==> config.mk <==
export PLATFORM = sky130hd
export DESIGN_NAME = indexed_list_remove_transpose_core
export DESIGN_NICKNAME = d
export VERILOG_FILES = /design/src/design/ilrt_pkg.sv /design/src/design/ilrt_link_store.sv /design/src/design/indexed_list_remove_transpose_core.sv
export SDC_FILE = /design/constraint.sdc
export NUM_CORES = 2
export LEC_CHECK = 0
export BUFFER_PORTS_ARGS = -buffer_cell sky130_fd_sc_hd__buf_2
export CAP_MARGIN = 15
export CORE_ASPECT_RATIO = 0.8
export CORE_MARGIN = 8
export CORE_UTILIZATION = 55
export CTS_CLUSTER_SIZE = 40
export DETAILED_ROUTE_END_ITERATION = 10
export PLACE_DENSITY = 0.71
export SLEW_MARGIN = 5
export SYNTH_ARGS = -nofsm -noshare
export SYNTH_HDL_FRONTEND = slang
export SYNTH_SLANG_ARGS = --single-unit
==> constraint.sdc <==
create_clock -name clock -period 11.14 [get_ports clock]
set_clock_uncertainty 0.2 [all_clocks]
set_input_delay 1.671 -clock clock [delete_from_list [all_inputs] [get_ports clock]]
set_output_delay 1.671 -clock clock [all_outputs]
set_load 0.1 [all_outputs]
==> src/design/ilrt_pkg.sv <==
// Shared types, codes and helper functions for the indexed list remove/transpose block.
// No dependencies; every other design file imports this package.
`default_nettype none

package ilrt_pkg;

   localparam int ENTRY_W         = 7;
   localparam int MAX_ENTRIES_DEF = 64;
   localparam int LIST_LEN_RESET  = 64;

   typedef logic [ENTRY_W-1:0] entry_type;

   // Operation codes carried in the op field of an input item.
   localparam logic OP_REMOVE = 1'b0;
   localparam logic OP_MOVE   = 1'b1;

   // Result status codes.
   localparam logic [1:0] ST_OK     = 2'd0;
   localparam logic [1:0] ST_ABSENT = 2'd1;
   localparam logic [1:0] ST_RANGE  = 2'd2;

   typedef struct packed {
      logic      op;
      entry_type target;
   } req_type;

   typedef struct packed {
      entry_type  entry;
      logic       is_last;
      logic       list_empty;
      logic [1:0] status;
   } rsp_type;

   typedef struct packed {
      logic      en;
      entry_type entry;
      entry_type data;
   } link_wr_type;

   typedef struct packed {
      logic      en;
      entry_type entry;
      entry_type dflt;
   } link_rd_type;

   typedef enum logic [3:0] {
      S_IDLE,
      S_ERR,
      S_RM_WR,
      S_MV_RD,
      S_MV_WR1,
      S_MV_WR2,
      S_MV_WR3,
      S_WALK_START,
      S_WALK
   } state_type;

   // Forward link of entry e in a freshly built list of n entries.
   function automatic entry_type next_reset(entry_type e, entry_type n);
      return (e < n) ? entry_type'(e + entry_type'(1)) : '0;
   endfunction

   // Backward link of entry e in a freshly built list of n entries.
   function automatic entry_type prev_reset(entry_type e, entry_type n);
      return (e <= n) ? entry_type'(e - entry_type'(1)) : '0;
   endfunction

endpackage

`default_nettype wire

==> src/design/ilrt_link_store.sv <==
// One link store: synchronous RAM with one write and one registered read port.
// Per-entry written bits let a rebuild forget every stored link. Depends on ilrt_pkg.
`default_nettype none

module ilrt_link_store
   import ilrt_pkg::*;
#(
   parameter int ENTRIES = MAX_ENTRIES_DEF
) (
   input  wire logic        clock,
   input  wire logic        clear,
   input  wire link_wr_type wr,
   input  wire link_rd_type rd,
   output      entry_type   rd_data
);

   localparam int AW = (ENTRIES > 1) ? $clog2(ENTRIES) : 1;

   entry_type          mem [ENTRIES];
   logic [ENTRIES-1:0] written_ff;
   logic [ENTRIES-1:0] written_in;
   entry_type          mem_q_ff;
   entry_type          dflt_ff;
   logic               hit_ff;
   entry_type          wr_m1;
   entry_type          rd_m1;
   logic [AW-1:0]      wr_addr;
   logic [AW-1:0]      rd_addr;

   // Entry numbers start at one.
   assign wr_m1   = wr.entry - entry_type'(1);
   assign rd_m1   = rd.entry - entry_type'(1);
   assign wr_addr = wr_m1[AW-1:0];
   assign rd_addr = rd_m1[AW-1:0];

   always_comb begin
      written_in = written_ff;
      if (wr.en) begin
         written_in[wr_addr] = 1'b1;
      end
   end

   always_ff @(posedge clock) begin
      if (clear) begin
         written_ff <= '0;
      end else begin
         written_ff <= written_in;
      end
   end

   always_ff @(posedge clock) begin
      if (wr.en) begin
         mem[wr_addr] <= wr.data;
      end
   end

   // The sequencer never reads an entry in the cycle it writes it.
   always_ff @(posedge clock) begin
      if (rd.en) begin
         mem_q_ff <= mem[rd_addr];
         hit_ff   <= written_ff[rd_addr];
         dflt_ff  <= rd.dflt;
      end
   end

   assign rd_data = hit_ff ? mem_q_ff : dflt_ff;

endmodule

`default_nettype wire

==> src/design/indexed_list_remove_transpose_core.sv <==
// Top level of the indexed list remove/transpose block: sequencer, list state and output stage.
// Depends on ilrt_pkg and ilrt_link_store.
`default_nettype none

// Usage:
// The block holds a doubly linked list of entry numbers 1..list_length. A write on the
// csr_ channel sets list_length (saturated into 1..MAX_ENTRIES) and rebuilds the list in
// numeric order; csr_ready is high only while no item is in progress.
// Each item on the req_ channel either removes its target entry or swaps it with its
// predecessor. The block then sends the whole list, head to tail, on the rsp_ channel,
// one item per entry, with is_last on the final one. A bad target gives a single item
// carrying status and entry 0; moving the head entry changes nothing and sends nothing.
// One item is processed at a time. The walk over the forward link store reads one link per
// cycle while the output register can take a result. Results sit in an output register,
// so a stalled receiver holds the walk in place without losing anything. Reset restores
// the list of 64 entries (or MAX_ENTRIES if smaller), empties the output register and
// returns the sequencer to idle.
module indexed_list_remove_transpose_core
   import ilrt_pkg::*;
#(
   parameter int MAX_ENTRIES = MAX_ENTRIES_DEF
) (
   input  wire logic      clock,
   input  wire logic      reset,
   input  wire logic      req_valid,
   output      logic      req_ready,
   input  wire req_type   req_data,
   output      logic      rsp_valid,
   input  wire logic      rsp_ready,
   output      rsp_type   rsp_data,
   input  wire logic      csr_valid,
   output      logic      csr_ready,
   input  wire entry_type csr_data
);

   localparam int AW = (MAX_ENTRIES > 1) ? $clog2(MAX_ENTRIES) : 1;
   localparam int CW = AW;
   localparam entry_type LEN_RST = entry_type'((LIST_LEN_RESET > MAX_ENTRIES) ?
                                               MAX_ENTRIES : LIST_LEN_RESET);

   // Clamp a written length into the supported range.
   function automatic entry_type saturate_len(entry_type v);
      if (v == '0) begin
         return entry_type'(1);
      end
      if (v > entry_type'(MAX_ENTRIES)) begin
         return entry_type'(MAX_ENTRIES);
      end
      return v;
   endfunction

   // Membership flags of a freshly built list of n entries.
   function automatic logic [MAX_ENTRIES-1:0] presence_mask(entry_type n);
      logic [MAX_ENTRIES-1:0] m;
      for (int i = 0; i < MAX_ENTRIES; i++) begin
         m[i] = (entry_type'(i) < n);
      end
      return m;
   endfunction

   // Control state.
   state_type              state_ff, state_in;
   entry_type              head_ff, head_in;
   entry_type              len_ff, len_in;
   logic [MAX_ENTRIES-1:0] in_list_ff, in_list_in;
   logic [CW-1:0]          cnt_ff, cnt_in;
   logic                   rsp_valid_ff, rsp_valid_in;

   // Payload registers.
   entry_type              tgt_ff, tgt_in;
   logic [1:0]             err_status_ff, err_status_in;
   entry_type              p_ff, p_in;
   entry_type              n_ff, n_in;
   entry_type              cur_ff, cur_in;
   rsp_type                rsp_ff, rsp_in;

   // Link store ports.
   link_wr_type            next_wr, prev_wr;
   link_rd_type            next_rd, prev_rd;
   entry_type              next_rd_data, prev_rd_data;
   logic                   store_clear;

   logic                   req_fire, csr_fire, slot_free;
   logic                   range_bad, absent, walk_last;
   logic                   emit;
   rsp_type                emit_item;
   entry_type              req_m1, tgt_m1;
   logic [AW-1:0]          req_idx, tgt_idx;

   assign req_fire  = req_valid && req_ready;
   assign csr_fire  = csr_valid && csr_ready;
   assign slot_free = !rsp_valid_ff || rsp_ready;

   assign req_m1    = req_data.target - entry_type'(1);
   assign req_idx   = req_m1[AW-1:0];
   assign tgt_m1    = tgt_ff - entry_type'(1);
   assign tgt_idx   = tgt_m1[AW-1:0];
   assign range_bad = (req_data.target == '0) || (req_data.target > len_ff);
   assign absent    = !in_list_ff[req_idx];
   assign walk_last = (next_rd_data == '0) || (cnt_ff == CW'(MAX_ENTRIES - 1));

   // A length write or reset rebuilds the list by forgetting every stored link.
   assign store_clear = reset || csr_fire;

   ilrt_link_store #(
      .ENTRIES (MAX_ENTRIES)
   ) u_next_store (
      .clock   (clock),
      .clear   (store_clear),
      .wr      (next_wr),
      .rd      (next_rd),
      .rd_data (next_rd_data)
   );

   ilrt_link_store #(
      .ENTRIES (MAX_ENTRIES)
   ) u_prev_store (
      .clock   (clock),
      .clear   (store_clear),
      .wr      (prev_wr),
      .rd      (prev_rd),
      .rd_data (prev_rd_data)
   );

   // Next-state logic of the sequencer.
   always_comb begin
      state_in = state_ff;
      case (state_ff)
         S_IDLE: begin
            if (req_fire) begin
               if (range_bad || absent) begin
                  state_in = S_ERR;
               end else if (req_data.op == OP_MOVE && head_ff == req_data.target) begin
                  state_in = S_IDLE;
               end else if (req_data.op == OP_REMOVE) begin
                  state_in = S_RM_WR;
               end else begin
                  state_in = S_MV_RD;
               end
            end
         end
         S_ERR: begin
            if (slot_free) begin
               state_in = S_IDLE;
            end
         end
         S_RM_WR:  state_in = S_WALK_START;
         S_MV_RD:  state_in = S_MV_WR1;
         S_MV_WR1: state_in = S_MV_WR2;
         S_MV_WR2: state_in = S_MV_WR3;
         S_MV_WR3: state_in = S_WALK_START;
         S_WALK_START: begin
            if (head_ff != '0) begin
               state_in = S_WALK;
            end else if (slot_free) begin
               state_in = S_IDLE;
            end
         end
         S_WALK: begin
            if (slot_free && walk_last) begin
               state_in = S_IDLE;
            end
         end
         default: state_in = S_IDLE;
      endcase
   end

   // Outputs of the sequencer: handshakes, link store accesses and result items.
   always_comb begin
      req_ready = 1'b0;
      csr_ready = 1'b0;
      next_wr   = '0;
      prev_wr   = '0;
      next_rd   = '0;
      prev_rd   = '0;
      emit      = 1'b0;
      emit_item = '0;
      case (state_ff)
         S_IDLE: begin
            csr_ready = 1'b1;
            req_ready = !csr_valid;
            if (req_fire && !range_bad && !absent) begin
               next_rd = '{en: 1'b1, entry: req_data.target,
                           dflt: next_reset(req_data.target, len_ff)};
               prev_rd = '{en: 1'b1, entry: req_data.target,
                           dflt: prev_reset(req_data.target, len_ff)};
            end
         end
         S_ERR: begin
            emit      = slot_free;
            emit_item = '{entry: '0, is_last: 1'b1, list_empty: (head_ff == '0),
                          status: err_status_ff};
         end
         S_RM_WR: begin
            // Unlink the target: its predecessor and follower point at each other.
            if (prev_rd_data != '0) begin
               next_wr = '{en: 1'b1, entry: prev_rd_data, data: next_rd_data};
            end
            if (next_rd_data != '0) begin
               prev_wr = '{en: 1'b1, entry: next_rd_data, data: prev_rd_data};
            end
         end
         S_MV_RD: begin
            // The target is not the head, so its predecessor exists.
            prev_rd = '{en: 1'b1, entry: prev_rd_data,
                        dflt: prev_reset(prev_rd_data, len_ff)};
         end
         S_MV_WR1: begin
            // Second predecessor now leads to the target.
            if (prev_rd_data != '0) begin
               next_wr = '{en: 1'b1, entry: prev_rd_data, data: tgt_ff};
            end
            prev_wr = '{en: 1'b1, entry: tgt_ff, data: prev_rd_data};
         end
         S_MV_WR2: begin
            next_wr = '{en: 1'b1, entry: tgt_ff, data: p_ff};
            prev_wr = '{en: 1'b1, entry: p_ff, data: tgt_ff};
         end
         S_MV_WR3: begin
            next_wr = '{en: 1'b1, entry: p_ff, data: n_ff};
            if (n_ff != '0) begin
               prev_wr = '{en: 1'b1, entry: n_ff, data: p_ff};
            end
         end
         S_WALK_START: begin
            if (head_ff == '0) begin
               emit      = slot_free;
               emit_item = '{entry: '0, is_last: 1'b1, list_empty: 1'b1, status: ST_OK};
            end else begin
               next_rd = '{en: 1'b1, entry: head_ff, dflt: next_reset(head_ff, len_ff)};
            end
         end
         S_WALK: begin
            emit      = slot_free;
            emit_item = '{entry: cur_ff, is_last: walk_last, list_empty: 1'b0,
                          status: ST_OK};
            if (slot_free && !walk_last) begin
               next_rd = '{en: 1'b1, entry: next_rd_data,
                           dflt: next_reset(next_rd_data, len_ff)};
            end
         end
         default: begin
            req_ready = 1'b0;
         end
      endcase
   end

   // Next values of the list state and working registers.
   always_comb begin
      head_in       = head_ff;
      len_in        = len_ff;
      in_list_in    = in_list_ff;
      cnt_in        = cnt_ff;
      tgt_in        = tgt_ff;
      err_status_in = err_status_ff;
      p_in          = p_ff;
      n_in          = n_ff;
      cur_in        = cur_ff;

      if (csr_fire) begin
         len_in     = saturate_len(csr_data);
         in_list_in = presence_mask(saturate_len(csr_data));
         head_in    = entry_type'(1);
      end

      if (req_fire) begin
         tgt_in        = req_data.target;
         err_status_in = range_bad ? ST_RANGE : ST_ABSENT;
      end

      case (state_ff)
         S_RM_WR: begin
            in_list_in[tgt_idx] = 1'b0;
            if (prev_rd_data == '0) begin
               head_in = next_rd_data;
            end
         end
         S_MV_RD: begin
            p_in = prev_rd_data;
            n_in = next_rd_data;
         end
         S_MV_WR1: begin
            if (prev_rd_data == '0) begin
               head_in = tgt_ff;
            end
         end
         S_WALK_START: begin
            cur_in = head_ff;
            cnt_in = '0;
         end
         S_WALK: begin
            if (slot_free && !walk_last) begin
               cur_in = next_rd_data;
               cnt_in = cnt_ff + CW'(1);
            end
         end
         default: begin
            cur_in = cur_ff;
         end
      endcase
   end

   // Output register: holds one result item while the receiver stalls.
   assign rsp_valid_in = emit || (rsp_valid_ff && !rsp_ready);
   assign rsp_in       = emit ? emit_item : rsp_ff;

   always_ff @(posedge clock) begin
      if (reset) begin
         state_ff     <= S_IDLE;
         head_ff      <= entry_type'(1);
         len_ff       <= LEN_RST;
         in_list_ff   <= presence_mask(LEN_RST);
         cnt_ff       <= '0;
         rsp_valid_ff <= 1'b0;
      end else begin
         state_ff     <= state_in;
         head_ff      <= head_in;
         len_ff       <= len_in;
         in_list_ff   <= in_list_in;
         cnt_ff       <= cnt_in;
         rsp_valid_ff <= rsp_valid_in;
      end
   end

   always_ff @(posedge clock) begin
      tgt_ff        <= tgt_in;
      err_status_ff <= err_status_in;
      p_ff          <= p_in;
      n_ff          <= n_in;
      cur_ff        <= cur_in;
      rsp_ff        <= rsp_in;
   end

   assign rsp_valid = rsp_valid_ff;
   assign rsp_data  = rsp_ff;

`ifndef ASSERT_OFF
   entry_type     head_m1;
   logic [AW-1:0] head_idx;

   assign head_m1  = head_ff - entry_type'(1);
   assign head_idx = head_m1[AW-1:0];

   // Only the final item of a walk may carry an error or the empty flag.
   a_mid_walk_clean: assert property (@(posedge clock) disable iff (reset)
      (rsp_valid && !rsp_data.is_last) |-> (rsp_data.status == ST_OK && !rsp_data.list_empty))
      else $error("non-final result item carries status or empty flag");

   // An error item never names an entry and always ends the operation.
   a_error_item: assert property (@(posedge clock) disable iff (reset)
      (rsp_valid && rsp_data.status != ST_OK) |-> (rsp_data.entry == '0 && rsp_data.is_last))
      else $error("error result item is malformed");

   // Between operations a nonzero head must be a member of the list.
   a_head_member: assert property (@(posedge clock) disable iff (reset)
      (state_ff == S_IDLE && head_ff != '0) |-> in_list_ff[head_idx])
      else $error("list head is not a member of the list");

   // A length write leaves a length inside the supported range.
   a_len_range: assert property (@(posedge clock) disable iff (reset)
      csr_fire |=> (len_ff != '0 && len_ff <= entry_type'(MAX_ENTRIES) && head_ff == entry_type'(1)))
      else $error("length write left an unsupported list state");
`endif

endmodule

`default_nettype wire
==> reports/qor.csv <==
stage;metric;value;unit
sta;setup_slack;3.070;ns
yosys;ys_seq_elements;1184;
yosys;synth_edf_count;967;
floorplanning;boundaryPins;34;
global_routing;grt_pass1_vias;28550;
worst_setup_path;crit_type;in -> reg;
finish;post-route-util;61.16;%
worst_setup_path;startpoint_type;input pin;
finish;finalNonFillerCells;4427;
clock_network;cts-root-buf;clkbuf_16;
yosys;syn_nets;3175;
global_routing;gr-total-overflow;0;
worst_setup_path;cp_max_fo;72;
placed_design;placed_cell_area;0.05075;sq mm
clock_network;clockBufferDepth;3;
clock_network;cts_tree;yes;
clock_network;cts_buffers;111;
global_routing;grt_pass1_wl;183000;microns
routing;drt-pass1-iter-count;6;
yosys;synth_top_area_cell;edfxtp_1;
sta;rsz0062_at_grt;false;
yosys;synthCells;3115;
pwr;p_leak;17.90;nW
global_routing;antenna_found_initial;2;
clock_network;cts_hold_buf;0;
pwr;ir_drop;0.0001882;V
sta;hold_viol;0;
finish;antenna_cells;0;
placed_design;dp.final_hpwl;76310;microns
placed_design;dp_slack;2.482;ns
yosys;synthFlopType;edfxtp_1;
floorplanning;fp.coreArea;0.08902;sq mm
finish;regArea;0.03338;sq mm
routing;ant_nets;0;
sta;timing.setup.tns;0;ns
flow_run;maxCapViolCount;0;
routing;vias_per_cell;6.627;
yosys;yosysTopAreaCellShare;58.94;%
clock_network;post_cts_resized;0;
clock_network;clock_latency;0.71;ns
clock_network;clkTransAtPathRegs;0.06;ns
worst_setup_path;cp_data_arrival_time;8.31;ns
clock_network;htreeDepth;3;
pwr;power;13.23;mW
yosys;syn_area_per_cell;15.82;sq um
sta;tightest_slew;1.131;ns
yosys;synthDistinctLibCells;79;
routing;route.detailed.drc;0;
run_status;status;completed;
clock_network;cts_sinks;1184;
placed_design;post-place-cells;4219;
placed_design;gp_congestion;0.9068;
yosys;synthTopCellsByArea;edfxtp_1, mux4_2, dfxtp_1;
pwr;powerDensity;243.0;mW/mm^2
floorplanning;die_area;0.09947;sq mm
routing;wl;121700;microns
sta;relSlewSlack;22.47;%
yosys;synth-seq-area-share;67.76;%
floorplanning;dieWidth;350.6;microns
worst_setup_path;endpoint_kind;flop;
finish;layout-drive-gt1-share;17.45;%
finish;finalNetCount;3193;
floorplanning;rows;98;
sta;period_needed;8.070;ns
yosys;yosysWarnings;0;
clock_network;cts_setup_buffers;0;
global_routing;grt_max_degree;83;
routing;num_vias;29340;
floorplanning;die_h;283.7;microns
worst_setup_path;critPathRequiredTime;11.38;ns
yosys;synth-async-reset-ratio;0;%
floorplanning;initial_utilization;55.34;%
yosys;syn-cell-area;0.04927;sq mm
routing;drtIter0Drc;3871;
placed_design;portBuffers;33;
finish;multi_input_area;0.01511;sq mm
sta;finalMaxSlewViolations;0;
routing;wl_per_cell;27.49;microns
sta;finalSetupViolations;0;
finish;final_area;0.05445;sq mm
worst_hold_path;hold_path_class;reg -> reg;
sta;clock.fmax;123.9;MHz
sta;fin_crit_sh;72.44;%
global_routing;grtUsageTotal;24.08;%
finish;fill_cells;6402;
sta;whs;0.2606;ns
finish;area_growth;10.52;%
## layout make-up
class / instances / share of cell area (%)
Sequential cell: 1184 / 61.31
Multi-Input combinational cell: 1710 / 27.76
Clock buffer: 148 / 5.641
Tap cell: 1200 / 2.758
Clock inverter: 59 / 1.108
Timing Repair Buffer: 82 / 1.108
Inverter: 44 / 0.3171
## logic make-up after synthesis
group	count (synthesis)	share of synthesized area (%)
AOI/OAI and AO/OA	618	8.752
xor gates and xnor gates	51	0.9219
adders and majority gates	40	1.016
buffers and inverters	221	2.042
DFF	1184	67.76
muxes	300	12.91
and+or+nand+nor	701	6.603
## state kept, by name, summed over array words and instances, names as in the netlist
register and cells:
u_prev_store.hit_ff 1, u_prev_store.dflt_ff 7, u_next_store.mem_q_ff 7, in_list_ff 64, u_prev_store.mem_q_ff 7, u_prev_store.mem 448, len_ff 7, p_ff 7
u_prev_store.written_ff 64, err_status_ff 2, u_next_store.dflt_ff 7, cnt_ff 6, state_ff 4, u_next_store.written_ff 64, rsp_data 11, cur_ff 7
head_ff 7, n_ff 7, u_next_store.mem 448, u_next_store.hit_ff 1, rsp_valid 1, tgt_ff 7
## worst paths after layout
path	to	depth (start not counted)	slack [ns]	startpoint
max reg2reg	u_next_store.mem_q_ff[2]	13	4.69	u_next_store.hit_ff
max	u_prev_store.mem_q_ff[6]	18	3.07	req_data[0]
min reg2reg	u_prev_store.written_ff[29]	1	0.26	u_prev_store.written_ff[29]
min	u_prev_store.written_ff[29]	1	0.26	u_prev_store.written_ff[29]
## report_power, final
part / internal, mW / switching, mW
Sequential: 5.57 / 0.131
Combinational: 1.07 / 2.65
Clock: 2.17 / 1.64
## layout by cell type, fill, tap and decap left out, drive strengths merged, types with 13 or more instances in the layout
cell / count
a211oi: 13
a21oi: 100
a221o: 17
a22o: 71
a22oi: 58
and2: 23
and3: 24
buf: 82
clkbuf: 148
clkinv: 44
dfxtp: 217
edfxtp: 967
ha: 40
inv: 43
mux2i: 29
mux4: 268
nand2: 182
nand2b: 13
nand3: 78
nand4: 20
nor2: 248
nor2b: 15
nor3: 31
o21a: 132
o21ai: 117
o221ai: 15
o22ai: 17
or3: 17
xnor2: 30
xor2: 21
## cell usage after synthesis, types with 20 or more instances
cell / count
edfxtp_1: 967
mux4_2: 268
nor2_1: 248
dfxtp_1: 217
nand2_1: 181
o21a_1: 132
clkbuf_1: 124
o21ai_0: 102
a21oi_1: 99
nand3_1: 78
a22o_1: 71
a22oi_1: 58
ha_1: 40
inv_1: 40
nor3_1: 30
xnor2_1: 30
mux2i_1: 29
buf_2: 25
and3_1: 24
and2_1: 22
nand4_1: 20
xor2_1: 20
## critical path, stage by stage
cell,delay [ns]
buf_2,0.08
buf_4,0.42
inv_1,0.16
ha_1,0.34
xor2_2,0.46
mux4_2,0.38
mux4_2,0.48
a21oi_1,0.49
a21oi_4,0.22
a31o_4,0.37
inv_8,0.42
ha_4,0.91
buf_4,0.46
mux4_2,0.36
mux2i_1,0.39
a22o_1,0.22
a211oi_1,0.05
a221o_1,0.29
## routing by layer
| metal | GRT usage [%] | share of wire [%] | vias to the layer above |
|---|---|---|---|
| li1 | - | - | 12410 |
| met1 | 35.90 | 41 | 14970 |
| met2 | 36.11 | 45 | 1681 |
| met3 | 5.111 | 11 | 278 |
| met4 | 6.615 | 2.9 | 0 |
| met5 | 0 | 0 | - |
No activity file was read; power rests on OpenSTA's default activity.
